--- src/rtl/tff_pkg.sv ---
// tff_pkg: shared types and constants for the TLV field finder.
// Depends on nothing; imported by the parser, the result queue and the top level.
package tff_pkg;

   // Entry layout
   localparam int unsigned HEADER_BYTES = 6;
   localparam int unsigned WORD_BYTES   = 8;
   localparam logic [31:0] ONE_BYTE_LEN = 32'd1;
   localparam logic [2:0]  HDR_LAST     = 3'(HEADER_BYTES - 1);
   localparam logic [31:0] WORD_LEN     = 32'(WORD_BYTES);

   // Result queue depth (room for two results per transfer)
   localparam int unsigned RQ_DEPTH = 4;
   localparam int unsigned RQ_AW    = $clog2(RQ_DEPTH);
   localparam int unsigned RQ_CW    = $clog2(RQ_DEPTH + 1);

   // Check modes
   localparam logic [1:0] MODE_RAW  = 2'd0;
   localparam logic [1:0] MODE_BYTE = 2'd1;
   localparam logic [1:0] MODE_WORD = 2'd2;
   localparam logic [1:0] MODE_STR  = 2'd3;

   // Status codes
   localparam logic [1:0] ST_FOUND  = 2'd0;
   localparam logic [1:0] ST_ABSENT = 2'd1;
   localparam logic [1:0] ST_BAD    = 2'd2;

   // Result kinds
   localparam logic KIND_VALUE  = 1'b0;
   localparam logic KIND_STATUS = 1'b1;

   typedef struct packed {
      logic        result_kind;
      logic [7:0]  value_byte;
      logic [1:0]  status;
      logic [31:0] value_length;
      logic [63:0] value_word;
   } rsp_type;

   typedef struct packed {
      logic [1:0] count;   // results pushed this cycle, 0..2
      rsp_type    first;
      rsp_type    second;
   } push_type;

endpackage

--- src/rtl/tff_parser.sv ---
// tff_parser: TLV header collection, tag match, value pass-through and final status.
// Depends on tff_pkg; feeds up to two results per transfer into tff_rsp_queue.
module tff_parser
   import tff_pkg::*;
(
   input  logic        clock,
   input  logic        reset,
   input  logic        accept,
   input  logic [7:0]  data_byte,
   input  logic        last,
   input  logic        empty_payload,
   input  logic [15:0] wanted_tag,
   input  logic [1:0]  check_mode,
   input  logic [31:0] string_capacity,
   output push_type    push
);

   typedef enum logic [1:0] {
      PH_HEADER = 2'd0,
      PH_SKIP   = 2'd1,
      PH_PASS   = 2'd2,
      PH_DONE   = 2'd3
   } phase_type;

   phase_type   phase_ff, phase_in;
   logic [2:0]  hcount_ff, hcount_in;
   logic [15:0] tag_ff, tag_in;
   logic [31:0] len_ff, len_in;
   logic [31:0] left_ff, left_in;
   logic [31:0] mlen_ff, mlen_in;
   logic [63:0] accum_ff, accum_in;
   logic        zero_ff, zero_in;

   logic [31:0] full_len;
   logic [1:0]  len_lane;
   logic [31:0] pass_idx;
   logic        emit_val;
   logic        ok;
   logic [1:0]  st;
   rsp_type     val_rsp;
   rsp_type     stat_rsp;

   // Next state, value result and status result
   always_comb begin
      phase_in = phase_ff;
      hcount_in = hcount_ff;
      tag_in = tag_ff;
      len_in = len_ff;
      left_in = left_ff;
      mlen_in = mlen_ff;
      accum_in = accum_ff;
      zero_in = zero_ff;
      emit_val = 1'b0;
      val_rsp = '0;
      stat_rsp = '0;
      ok = 1'b1;
      st = ST_ABSENT;
      len_lane = 2'(hcount_ff - 3'd2);
      full_len = {data_byte, len_ff[23:0]};
      pass_idx = mlen_ff - left_ff;

      // Consume one byte
      if (accept && !empty_payload) begin
         unique case (phase_ff)
            PH_HEADER: begin
               if (hcount_ff < 3'd2) begin
                  if (hcount_ff[0]) tag_in = {data_byte, tag_ff[7:0]};
                  else              tag_in = {tag_ff[15:8], data_byte};
               end else begin
                  len_in[8*len_lane +: 8] = data_byte;
               end
               hcount_in = hcount_ff + 3'd1;
               if (hcount_ff == HDR_LAST) begin
                  hcount_in = '0;
                  left_in = full_len;
                  if (tag_ff == wanted_tag) begin
                     mlen_in = full_len;
                     accum_in = '0;
                     zero_in = 1'b0;
                     phase_in = (full_len == '0) ? PH_DONE : PH_PASS;
                  end else begin
                     phase_in = (full_len == '0) ? PH_HEADER : PH_SKIP;
                  end
                  tag_in = '0;
                  len_in = '0;
               end
            end
            PH_SKIP: begin
               left_in = left_ff - 32'd1;
               if (left_ff == 32'd1) phase_in = PH_HEADER;
            end
            PH_PASS: begin
               if (pass_idx < WORD_LEN) accum_in[8*pass_idx[2:0] +: 8] = data_byte;
               if (data_byte == 8'd0) zero_in = 1'b1;
               emit_val = 1'b1;
               val_rsp.result_kind = KIND_VALUE;
               val_rsp.value_byte = data_byte;
               left_in = left_ff - 32'd1;
               if (left_ff == 32'd1) phase_in = PH_DONE;
            end
            PH_DONE: begin
               // drop bytes after the match
            end
            default: begin
            end
         endcase
      end

      // Final status on the last transfer, then return to reset state
      if (phase_in == PH_DONE) begin
         if (check_mode == MODE_BYTE && mlen_in != ONE_BYTE_LEN) ok = 1'b0;
         if (check_mode == MODE_WORD && mlen_in != WORD_LEN) ok = 1'b0;
         if (check_mode == MODE_STR && (mlen_in >= string_capacity || zero_in)) ok = 1'b0;
         st = ok ? ST_FOUND : ST_BAD;
      end else if (phase_in == PH_HEADER && hcount_in == '0) begin
         st = ST_ABSENT;
      end else begin
         st = ST_BAD;
      end
      stat_rsp.result_kind = KIND_STATUS;
      stat_rsp.status = st;
      if (st == ST_FOUND) begin
         stat_rsp.value_length = mlen_in;
         if (check_mode == MODE_BYTE)      stat_rsp.value_word = {56'd0, accum_in[7:0]};
         else if (check_mode == MODE_WORD) stat_rsp.value_word = accum_in;
      end

      if (accept && last) begin
         phase_in = PH_HEADER;
         hcount_in = '0;
         tag_in = '0;
         len_in = '0;
         left_in = '0;
         mlen_in = '0;
         accum_in = '0;
         zero_in = 1'b0;
      end
   end

   // Hand results to the queue in order: value byte first, status second
   always_comb begin
      push.count = {1'b0, emit_val} + {1'b0, accept && last};
      push.first = emit_val ? val_rsp : stat_rsp;
      push.second = stat_rsp;
   end

   // Hold parse state
   always_ff @(posedge clock) begin
      if (reset) begin
         phase_ff <= PH_HEADER;
         hcount_ff <= '0;
         tag_ff <= '0;
         len_ff <= '0;
         left_ff <= '0;
         mlen_ff <= '0;
         accum_ff <= '0;
         zero_ff <= 1'b0;
      end else begin
         phase_ff <= phase_in;
         hcount_ff <= hcount_in;
         tag_ff <= tag_in;
         len_ff <= len_in;
         left_ff <= left_in;
         mlen_ff <= mlen_in;
         accum_ff <= accum_in;
         zero_ff <= zero_in;
      end
   end

   // A final status leaves the parser in its reset state
   a_clear_after_last: assert property (@(posedge clock) disable iff (reset)
      accept && last |=> phase_ff == PH_HEADER && hcount_ff == '0 && mlen_ff == '0)
      else $error("parser state not cleared after final status");

   // Header bytes are only counted while collecting a header
   a_hcount_in_header: assert property (@(posedge clock) disable iff (reset)
      phase_ff != PH_HEADER |-> hcount_ff == '0)
      else $error("header count nonzero outside header phase");

   // Passing or skipping always has bytes still to come
   a_left_nonzero: assert property (@(posedge clock) disable iff (reset)
      phase_ff == PH_PASS || phase_ff == PH_SKIP |-> left_ff != '0)
      else $error("value phase with no bytes left");

endmodule

--- src/rtl/tff_rsp_queue.sv ---
// tff_rsp_queue: small result queue that takes up to two results per cycle.
// Depends on tff_pkg; drives the rsp_ channel of the top level.
module tff_rsp_queue
   import tff_pkg::*;
(
   input  logic     clock,
   input  logic     reset,
   input  push_type push,
   output logic     room,
   output logic     rsp_valid,
   input  logic     rsp_ready,
   output rsp_type  rsp_data
);

   rsp_type             mem_ff [RQ_DEPTH];
   logic [RQ_AW-1:0]    wr_ptr_ff, wr_ptr_in;
   logic [RQ_AW-1:0]    rd_ptr_ff, rd_ptr_in;
   logic [RQ_CW-1:0]    count_ff, count_in;
   logic [RQ_AW-1:0]    wr_next;
   logic                pop;

   assign wr_next = wr_ptr_ff + RQ_AW'(1);
   assign pop = rsp_valid && rsp_ready;
   assign rsp_valid = count_ff != '0;
   assign rsp_data = mem_ff[rd_ptr_ff];
   assign room = count_ff <= RQ_CW'(RQ_DEPTH - 2);

   // Advance pointers and occupancy
   always_comb begin
      wr_ptr_in = wr_ptr_ff + RQ_AW'(push.count);
      rd_ptr_in = rd_ptr_ff + RQ_AW'(pop);
      count_in = count_ff + RQ_CW'(push.count) - RQ_CW'(pop);
   end

   always_ff @(posedge clock) begin
      if (reset) begin
         wr_ptr_ff <= '0;
         rd_ptr_ff <= '0;
         count_ff <= '0;
      end else begin
         wr_ptr_ff <= wr_ptr_in;
         rd_ptr_ff <= rd_ptr_in;
         count_ff <= count_in;
      end
   end

   // Store pushed results
   always_ff @(posedge clock) begin
      if (push.count != 2'd0) mem_ff[wr_ptr_ff] <= push.first;
      if (push.count == 2'd2) mem_ff[wr_next] <= push.second;
   end

   a_no_overflow: assert property (@(posedge clock) disable iff (reset)
      32'(count_ff) + 32'(push.count) <= 32'(RQ_DEPTH))
      else $error("result queue overflow");

   a_pop_only: assert property (@(posedge clock) disable iff (reset)
      pop && push.count == 2'd0 |=> count_ff == $past(count_ff) - RQ_CW'(1))
      else $error("occupancy did not drop on transfer out");

   a_ptr_gap: assert property (@(posedge clock) disable iff (reset)
      RQ_AW'(wr_ptr_ff - rd_ptr_ff) == RQ_AW'(count_ff) || count_ff == RQ_CW'(RQ_DEPTH))
      else $error("queue pointers disagree with occupancy");

endmodule

--- src/rtl/tlv_field_finder_top.sv ---
// TLV field finder: finds the first entry with a wanted tag and streams its value.
// Results: a transfer's results are written into the result queue and offered on rsp_ once earlier results have left.
// Throughput: one payload byte per cycle; a value byte on the last byte gives two
// results, and req_ready drops while the four-entry result queue has under two free slots.
// Reset: synchronous, active high; clears the parse state and empties the result queue.
// Depends on tff_pkg, tff_parser and tff_rsp_queue.
module tlv_field_finder_top
   import tff_pkg::*;
(
   input  logic        clock,
   input  logic        reset,
   input  logic        req_valid,
   output logic        req_ready,
   input  logic [7:0]  req_data_byte,
   input  logic        req_last,
   input  logic        req_empty_payload,
   input  logic [15:0] req_wanted_tag,
   input  logic [1:0]  req_check_mode,
   input  logic [31:0] req_string_capacity,
   output logic        rsp_valid,
   input  logic        rsp_ready,
   output logic        rsp_result_kind,
   output logic [7:0]  rsp_value_byte,
   output logic [1:0]  rsp_status,
   output logic [31:0] rsp_value_length,
   output logic [63:0] rsp_value_word
);

   push_type push;
   rsp_type  rsp_data;
   logic     room;

   assign req_ready = room;

   tff_parser u_parser (
      .clock           (clock),
      .reset           (reset),
      .accept          (req_valid && req_ready),
      .data_byte       (req_data_byte),
      .last            (req_last),
      .empty_payload   (req_empty_payload),
      .wanted_tag      (req_wanted_tag),
      .check_mode      (req_check_mode),
      .string_capacity (req_string_capacity),
      .push            (push)
   );

   tff_rsp_queue u_rsp_queue (
      .clock     (clock),
      .reset     (reset),
      .push      (push),
      .room      (room),
      .rsp_valid (rsp_valid),
      .rsp_ready (rsp_ready),
      .rsp_data  (rsp_data)
   );

   // Split the result record onto its ports
   assign rsp_result_kind = rsp_data.result_kind;
   assign rsp_value_byte = rsp_data.value_byte;
   assign rsp_status = rsp_data.status;
   assign rsp_value_length = rsp_data.value_length;
   assign rsp_value_word = rsp_data.value_word;

endmodule

--- config.mk ---
export PLATFORM = sky130hd
export DESIGN_NAME = tlv_field_finder_top
export DESIGN_NICKNAME = d
export VERILOG_FILES = /design/src/rtl/tff_pkg.sv /design/src/rtl/tff_parser.sv /design/src/rtl/tff_rsp_queue.sv /design/src/rtl/tlv_field_finder_top.sv
export SDC_FILE = /design/constraint.sdc
export NUM_CORES = 1
export LEC_CHECK = 0
export ABC_AREA = 1
export BUFFER_PORTS_ARGS = -buffer_cell sky130_fd_sc_hd__buf_2
export CAP_MARGIN = 20
export CORE_MARGIN = 4
export CORE_UTILIZATION = 25
export DETAILED_ROUTE_END_ITERATION = 7
export GPL_TIMING_DRIVEN = 1
export PLACE_DENSITY = 0.46
export SLEW_MARGIN = 20
export SYNTH_ARGS = -nofsm -noshare
export SYNTH_HDL_FRONTEND = slang
export SYNTH_SLANG_ARGS = --single-unit
--- constraint.sdc ---
create_clock -name clock -period 10.8 [get_ports clock]
set_input_delay 1.08 -clock clock [delete_from_list [all_inputs] [get_ports clock]]
set_output_delay 1.08 -clock clock [all_outputs]
set_load 0.01 [all_outputs]
==> impl_metrics.prom <==
# TYPE chip_impl_metric gauge
chip_impl_metric{name="routed_vias",unit=""} 29985
chip_impl_metric{name="initial_core_util",unit=""} 0.253
chip_impl_metric{name="core",unit="sq um"} 136000
chip_impl_metric{name="floorplan.rows",unit=""} 135
chip_impl_metric{name="power-per-cell-area",unit="nW/um^2"} 197
chip_impl_metric{name="cts-htree-levels",unit=""} 3
chip_impl_metric{name="grt_first_pass_wirelength",unit="mm"} 186
chip_impl_metric{name="ctsResizeCount",unit=""} 0
chip_impl_metric{name="synth_fa_ha_area_frac",unit=""} 0.0310
chip_impl_metric{name="timing_hold_violations_final",unit=""} 0
chip_impl_info{name="startpoint_type",value="primary input"} 1
chip_impl_metric{name="tns",unit="ps"} 0
chip_impl_metric{name="worst_slew_pin_slew",unit="ps"} 1150
chip_impl_metric{name="power.sequential.fraction",unit=""} 0.344
chip_impl_metric{name="muxShareOfSynthArea",unit=""} 0
chip_impl_info{name="yosys-top-cells-count",value="787 x sky130_fd_sc_hd__nand2_1, 636 x sky130_fd_sc_hd__nor2_1, 425 x sky130_fd_sc_hd__inv_1"} 1
chip_impl_metric{name="buffer_ports.inserted",unit=""} 172
chip_impl_info{name="timing.critical_path.to_type",value="flip-flop"} 1
chip_impl_metric{name="antenna_violating_nets_post_route",unit=""} 0
chip_impl_metric{name="synth_top_cell_area_share",unit=""} 0.342
chip_impl_metric{name="power.combinational.fraction",unit=""} 0.311
chip_impl_metric{name="p_clk_frac",unit=""} 0.346
chip_impl_metric{name="clkSinkCount",unit=""} 609
chip_impl_metric{name="postSynthRegisterBits",unit=""} 609
chip_impl_metric{name="ys_types",unit=""} 54
chip_impl_metric{name="antenna_found_initial",unit=""} 16
chip_impl_metric{name="layout.nets",unit=""} 4478
chip_impl_metric{name="chipWidth",unit="um"} 379
chip_impl_metric{name="setup-violations-final",unit=""} 0
chip_impl_metric{name="synthesis.area_per_instance",unit="sq um"} 7.99
chip_impl_metric{name="number_of_buffers_created_by_cts",unit=""} 75
chip_impl_metric{name="overflow",unit=""} 0
chip_impl_metric{name="synth_compound_area_frac",unit=""} 0.131
chip_impl_metric{name="deepest_clock_path_buffer_count",unit=""} 3
chip_impl_metric{name="worstPathMaxFanout",unit=""} 68
chip_impl_metric{name="die-area",unit="sq um"} 144000
chip_impl_metric{name="synth_simple_gate_area_share",unit=""} 0.280
chip_impl_metric{name="drt-initial-drc-count",unit=""} 2445
chip_impl_metric{name="drt_pre_antenna_iters",unit=""} 7
chip_impl_metric{name="route.detailed.wl_per_inst",unit="um"} 20.2
chip_impl_metric{name="postSynthCellCount",unit=""} 4305
chip_impl_metric{name="mapped_nets",unit=""} 4453
chip_impl_metric{name="cell_internal_pwr",unit="mW"} 4.86
chip_impl_metric{name="netSwitchingFraction",unit=""} 0.376
chip_impl_info{name="timing.hold.worst.class",value="reg2reg"} 1
chip_impl_metric{name="place_congestion",unit=""} 0.857
chip_impl_info{name="grt_setup_unrepaired",value="false"} 1
chip_impl_metric{name="synth_edf_count",unit=""} 392
chip_impl_info{name="synth_area_leaders",value="sky130_fd_sc_hd__edfxtp_1 34%, sky130_fd_sc_hd__dfxtp_1 13%, sky130_fd_sc_hd__nand2_1 8.6%"} 1
chip_impl_metric{name="cellLeakagePower",unit="nW"} 14.9
chip_impl_metric{name="report.final.slew_viol_count",unit=""} 0
chip_impl_metric{name="ys_warn_count",unit=""} 0
chip_impl_metric{name="total_standard_cell_area_after_synthesis",unit="sq um"} 34400
chip_impl_info{name="cts_tree",value="yes"} 1
chip_impl_info{name="timing.setup.critical_path_class",value="in2reg"} 1
chip_impl_metric{name="crit_required",unit="ps"} 11290
chip_impl_metric{name="drc",unit=""} 0
chip_impl_metric{name="worstSkewPairLatency",unit="ps"} 650
chip_impl_metric{name="period_needed",unit="ps"} 6300
chip_impl_metric{name="share_of_synthesized_flip_flops_with_an_asynchronous_set_or_reset",unit=""} 0
chip_impl_metric{name="overall_routing_resource_usage",unit=""} 0.170
chip_impl_metric{name="cts.hold.buffers_added",unit=""} 0
chip_impl_info{name="synth.most_common_cell",value="sky130_fd_sc_hd__nand2_1"} 1
chip_impl_metric{name="clock_transition_at_the_register_clock_pins_on_the_worst_setup_and_hold_paths_after_cts",unit="ps"} 60
chip_impl_metric{name="worst_slew_margin_rel",unit=""} 0.237
chip_impl_metric{name="r2r_setup_slack",unit="ps"} 4640
chip_impl_info{name="synth.largest_area_cell",value="sky130_fd_sc_hd__edfxtp_1"} 1
chip_impl_metric{name="post_route_cells_drive_above_1_share",unit=""} 0.142
chip_impl_info{name="outcome",value="complete, no violations"} 1
chip_impl_metric{name="synthToLayoutAreaGrowth",unit="%"} 14.8
chip_impl_metric{name="fin_total_pwr",unit="mW"} 7.78
chip_impl_metric{name="maximum_number_of_pins_on_one_net_before_global_route_repair",unit=""} 107
chip_impl_metric{name="max_clock_freq",unit="GHz"} 0.159
chip_impl_metric{name="irDropWorstVdd",unit="mV"} 0.162
chip_impl_info{name="synth_ff_type",value="sky130_fd_sc_hd__edfxtp_1"} 1
chip_impl_metric{name="total_switching_power",unit="mW"} 2.92
chip_impl_metric{name="viasPerCell",unit=""} 4.85
chip_impl_metric{name="post_cts_buffers",unit=""} 0
chip_impl_metric{name="wl",unit="mm"} 125
chip_impl_metric{name="maxCapViolations",unit=""} 0
chip_impl_info{name="combinational_family_with_the_most_area_after_synthesis",value="simple AND/OR/NAND/NOR gates"} 1
chip_impl_metric{name="synth_sequential_area_ratio",unit=""} 0.468
chip_impl_metric{name="io-pin-count",unit=""} 173
chip_impl_metric{name="die_height",unit="um"} 379
chip_impl_metric{name="via_count_of_the_first_global_routing_pass",unit=""} 28533
chip_impl_metric{name="final.setup_skew",unit="ps"} 28.2
chip_impl_info{name="clock-root-buffer",value="sky130_fd_sc_hd__clkbuf_16"} 1
chip_impl_metric{name="dp_hpwl",unit="mm"} 81.0
chip_impl_metric{name="crit_arrival",unit="ps"} 6790
chip_impl_metric{name="fin_crit_sh",unit=""} 0.583
chip_impl_metric{name="post_synth_xor_area_fraction",unit=""} 0.00738
## layout by cell type, fill, tap and decap left out, types with 72 or more instances in the layout
| cell | n |
|---|---|
| sky130_fd_sc_hd__nor3_1 | 72 |
| sky130_fd_sc_hd__o21ai_0 | 359 |
| sky130_fd_sc_hd__ha_1 | 80 |
| sky130_fd_sc_hd__nand3_1 | 187 |
| sky130_fd_sc_hd__nand2_1 | 784 |
| sky130_fd_sc_hd__nor2_1 | 632 |
| sky130_fd_sc_hd__edfxtp_1 | 392 |
| sky130_fd_sc_hd__nand4_1 | 120 |
| sky130_fd_sc_hd__clkbuf_16 | 79 |
| sky130_fd_sc_hd__a21oi_1 | 138 |
| sky130_fd_sc_hd__a31oi_1 | 84 |
| sky130_fd_sc_hd__dfxtp_1 | 215 |
| sky130_fd_sc_hd__buf_2 | 172 |
| sky130_fd_sc_hd__inv_1 | 423 |
| sky130_fd_sc_hd__nor2_2 | 161 |
| sky130_fd_sc_hd__o22ai_1 | 132 |
## power by group through the flow
stage          clock, mW  sequential, mW  combinational (mW)
2_1_floorplan          0            2.70                1.52
3_3_place_gp           0            2.72                2.43
3_5_place_dp           0            2.72                2.44
4_1_cts             2.75            2.67                2.45
5_1_grt             2.84            2.69                2.66
6_report            2.69            2.67                2.42
## layout make-up
cell class	count	area, sq um
inverters	443	1670
flip-flops and latches	609	16100
clock buffers	95	2120
well taps	1781	2230
fillers	14614	96600
multi-input cells	2983	15600
diodes	10	25.0
clock inverters	45	517
repair buffers	218	1220
## state kept, by name, summed over array words and instances, names as in the netlist, 3 cells and up
signal,count
u_rsp_queue.count_ff,3
u_parser.tag_ff,16
u_parser.mlen_ff,32
u_parser.len_ff,24
u_parser.hcount_ff,3
u_rsp_queue.mem_ff,428
u_parser.left_ff,32
u_parser.accum_ff,64
## logic make-up (layout without fill, tap and decap cells)
logic type               Yosys count  in the layout
AND/OR/NAND/NOR                 2065           2065
AO/OA/AOI/OAI                    805            805
buffers and inverters            713            801
flip-flops                       609            609
adder cells (fa/ha/maj)           84             84
XOR/XNOR                          29             29
other                              0             10
## worst paths after layout
| path | startpoint | endpoint | cells after the start |
|---|---|---|---|
| worst max-delay path | req_valid | u_rsp_queue.mem_ff[2][97] | 23 |
| worst min register to register | u_rsp_queue.mem_ff[3][106] | u_rsp_queue.mem_ff[3][106] | 2 |
| worst max register to register | u_rsp_queue.count_ff[1] | u_rsp_queue.mem_ff[2][97] | 23 |
| worst min-delay path | u_rsp_queue.mem_ff[3][106] | u_rsp_queue.mem_ff[3][106] | 2 |
## layer usage
metal / GRT usage / routed length [um] / up-vias
li1: - / - / 14626
met1: 0.237 / 57900 / 14478
met2: 0.272 / 57200 / 734
met3: 0.0274 / 6630 / 141
met4: 0.0462 / 3040 / 6
met5: 0 / 28 / -
## worst max-delay path, cell delays in order
cell,delay [ps]
sky130_fd_sc_hd__buf_2,80
sky130_fd_sc_hd__inv_1,30
sky130_fd_sc_hd__nor3_2,490
sky130_fd_sc_hd__nand2_2,240
sky130_fd_sc_hd__nor2_8,500
sky130_fd_sc_hd__nand4_4,660
sky130_fd_sc_hd__o21ai_1,450
sky130_fd_sc_hd__inv_1,200
sky130_fd_sc_hd__ha_1,220
sky130_fd_sc_hd__inv_1,50
sky130_fd_sc_hd__a21oi_1,50
sky130_fd_sc_hd__o21ai_0,190
sky130_fd_sc_hd__nand2_1,80
sky130_fd_sc_hd__o211ai_1,100
sky130_fd_sc_hd__nand2_1,80
sky130_fd_sc_hd__o2111ai_1,90
sky130_fd_sc_hd__nand2_1,80
sky130_fd_sc_hd__nand4_1,80
sky130_fd_sc_hd__nand3_1,420
sky130_fd_sc_hd__nand3_2,410
sky130_fd_sc_hd__buf_4,760
sky130_fd_sc_hd__nand2_1,230
sky130_fd_sc_hd__nor2_1,140
## per-stage QoR
stage | setup slack (ps) | hold WS [ps] | utilization | cell area [sq um] | std cells
floorplan | 2160 | 422 | - | 34400 | 4305
global placement | 3880 | 437 | 0.271 | 36900 | 6034
detailed placement | 3880 | 438 | 0.271 | 36900 | 6034
CTS | 4560 | 453 | 0.290 | 39500 | 6174
global route | 3810 | 482 | 0.290 | 39500 | 6175
finish | 4500 | 454 | 0.290 | 39500 | 6184
(Power assumes the default switching activity.)
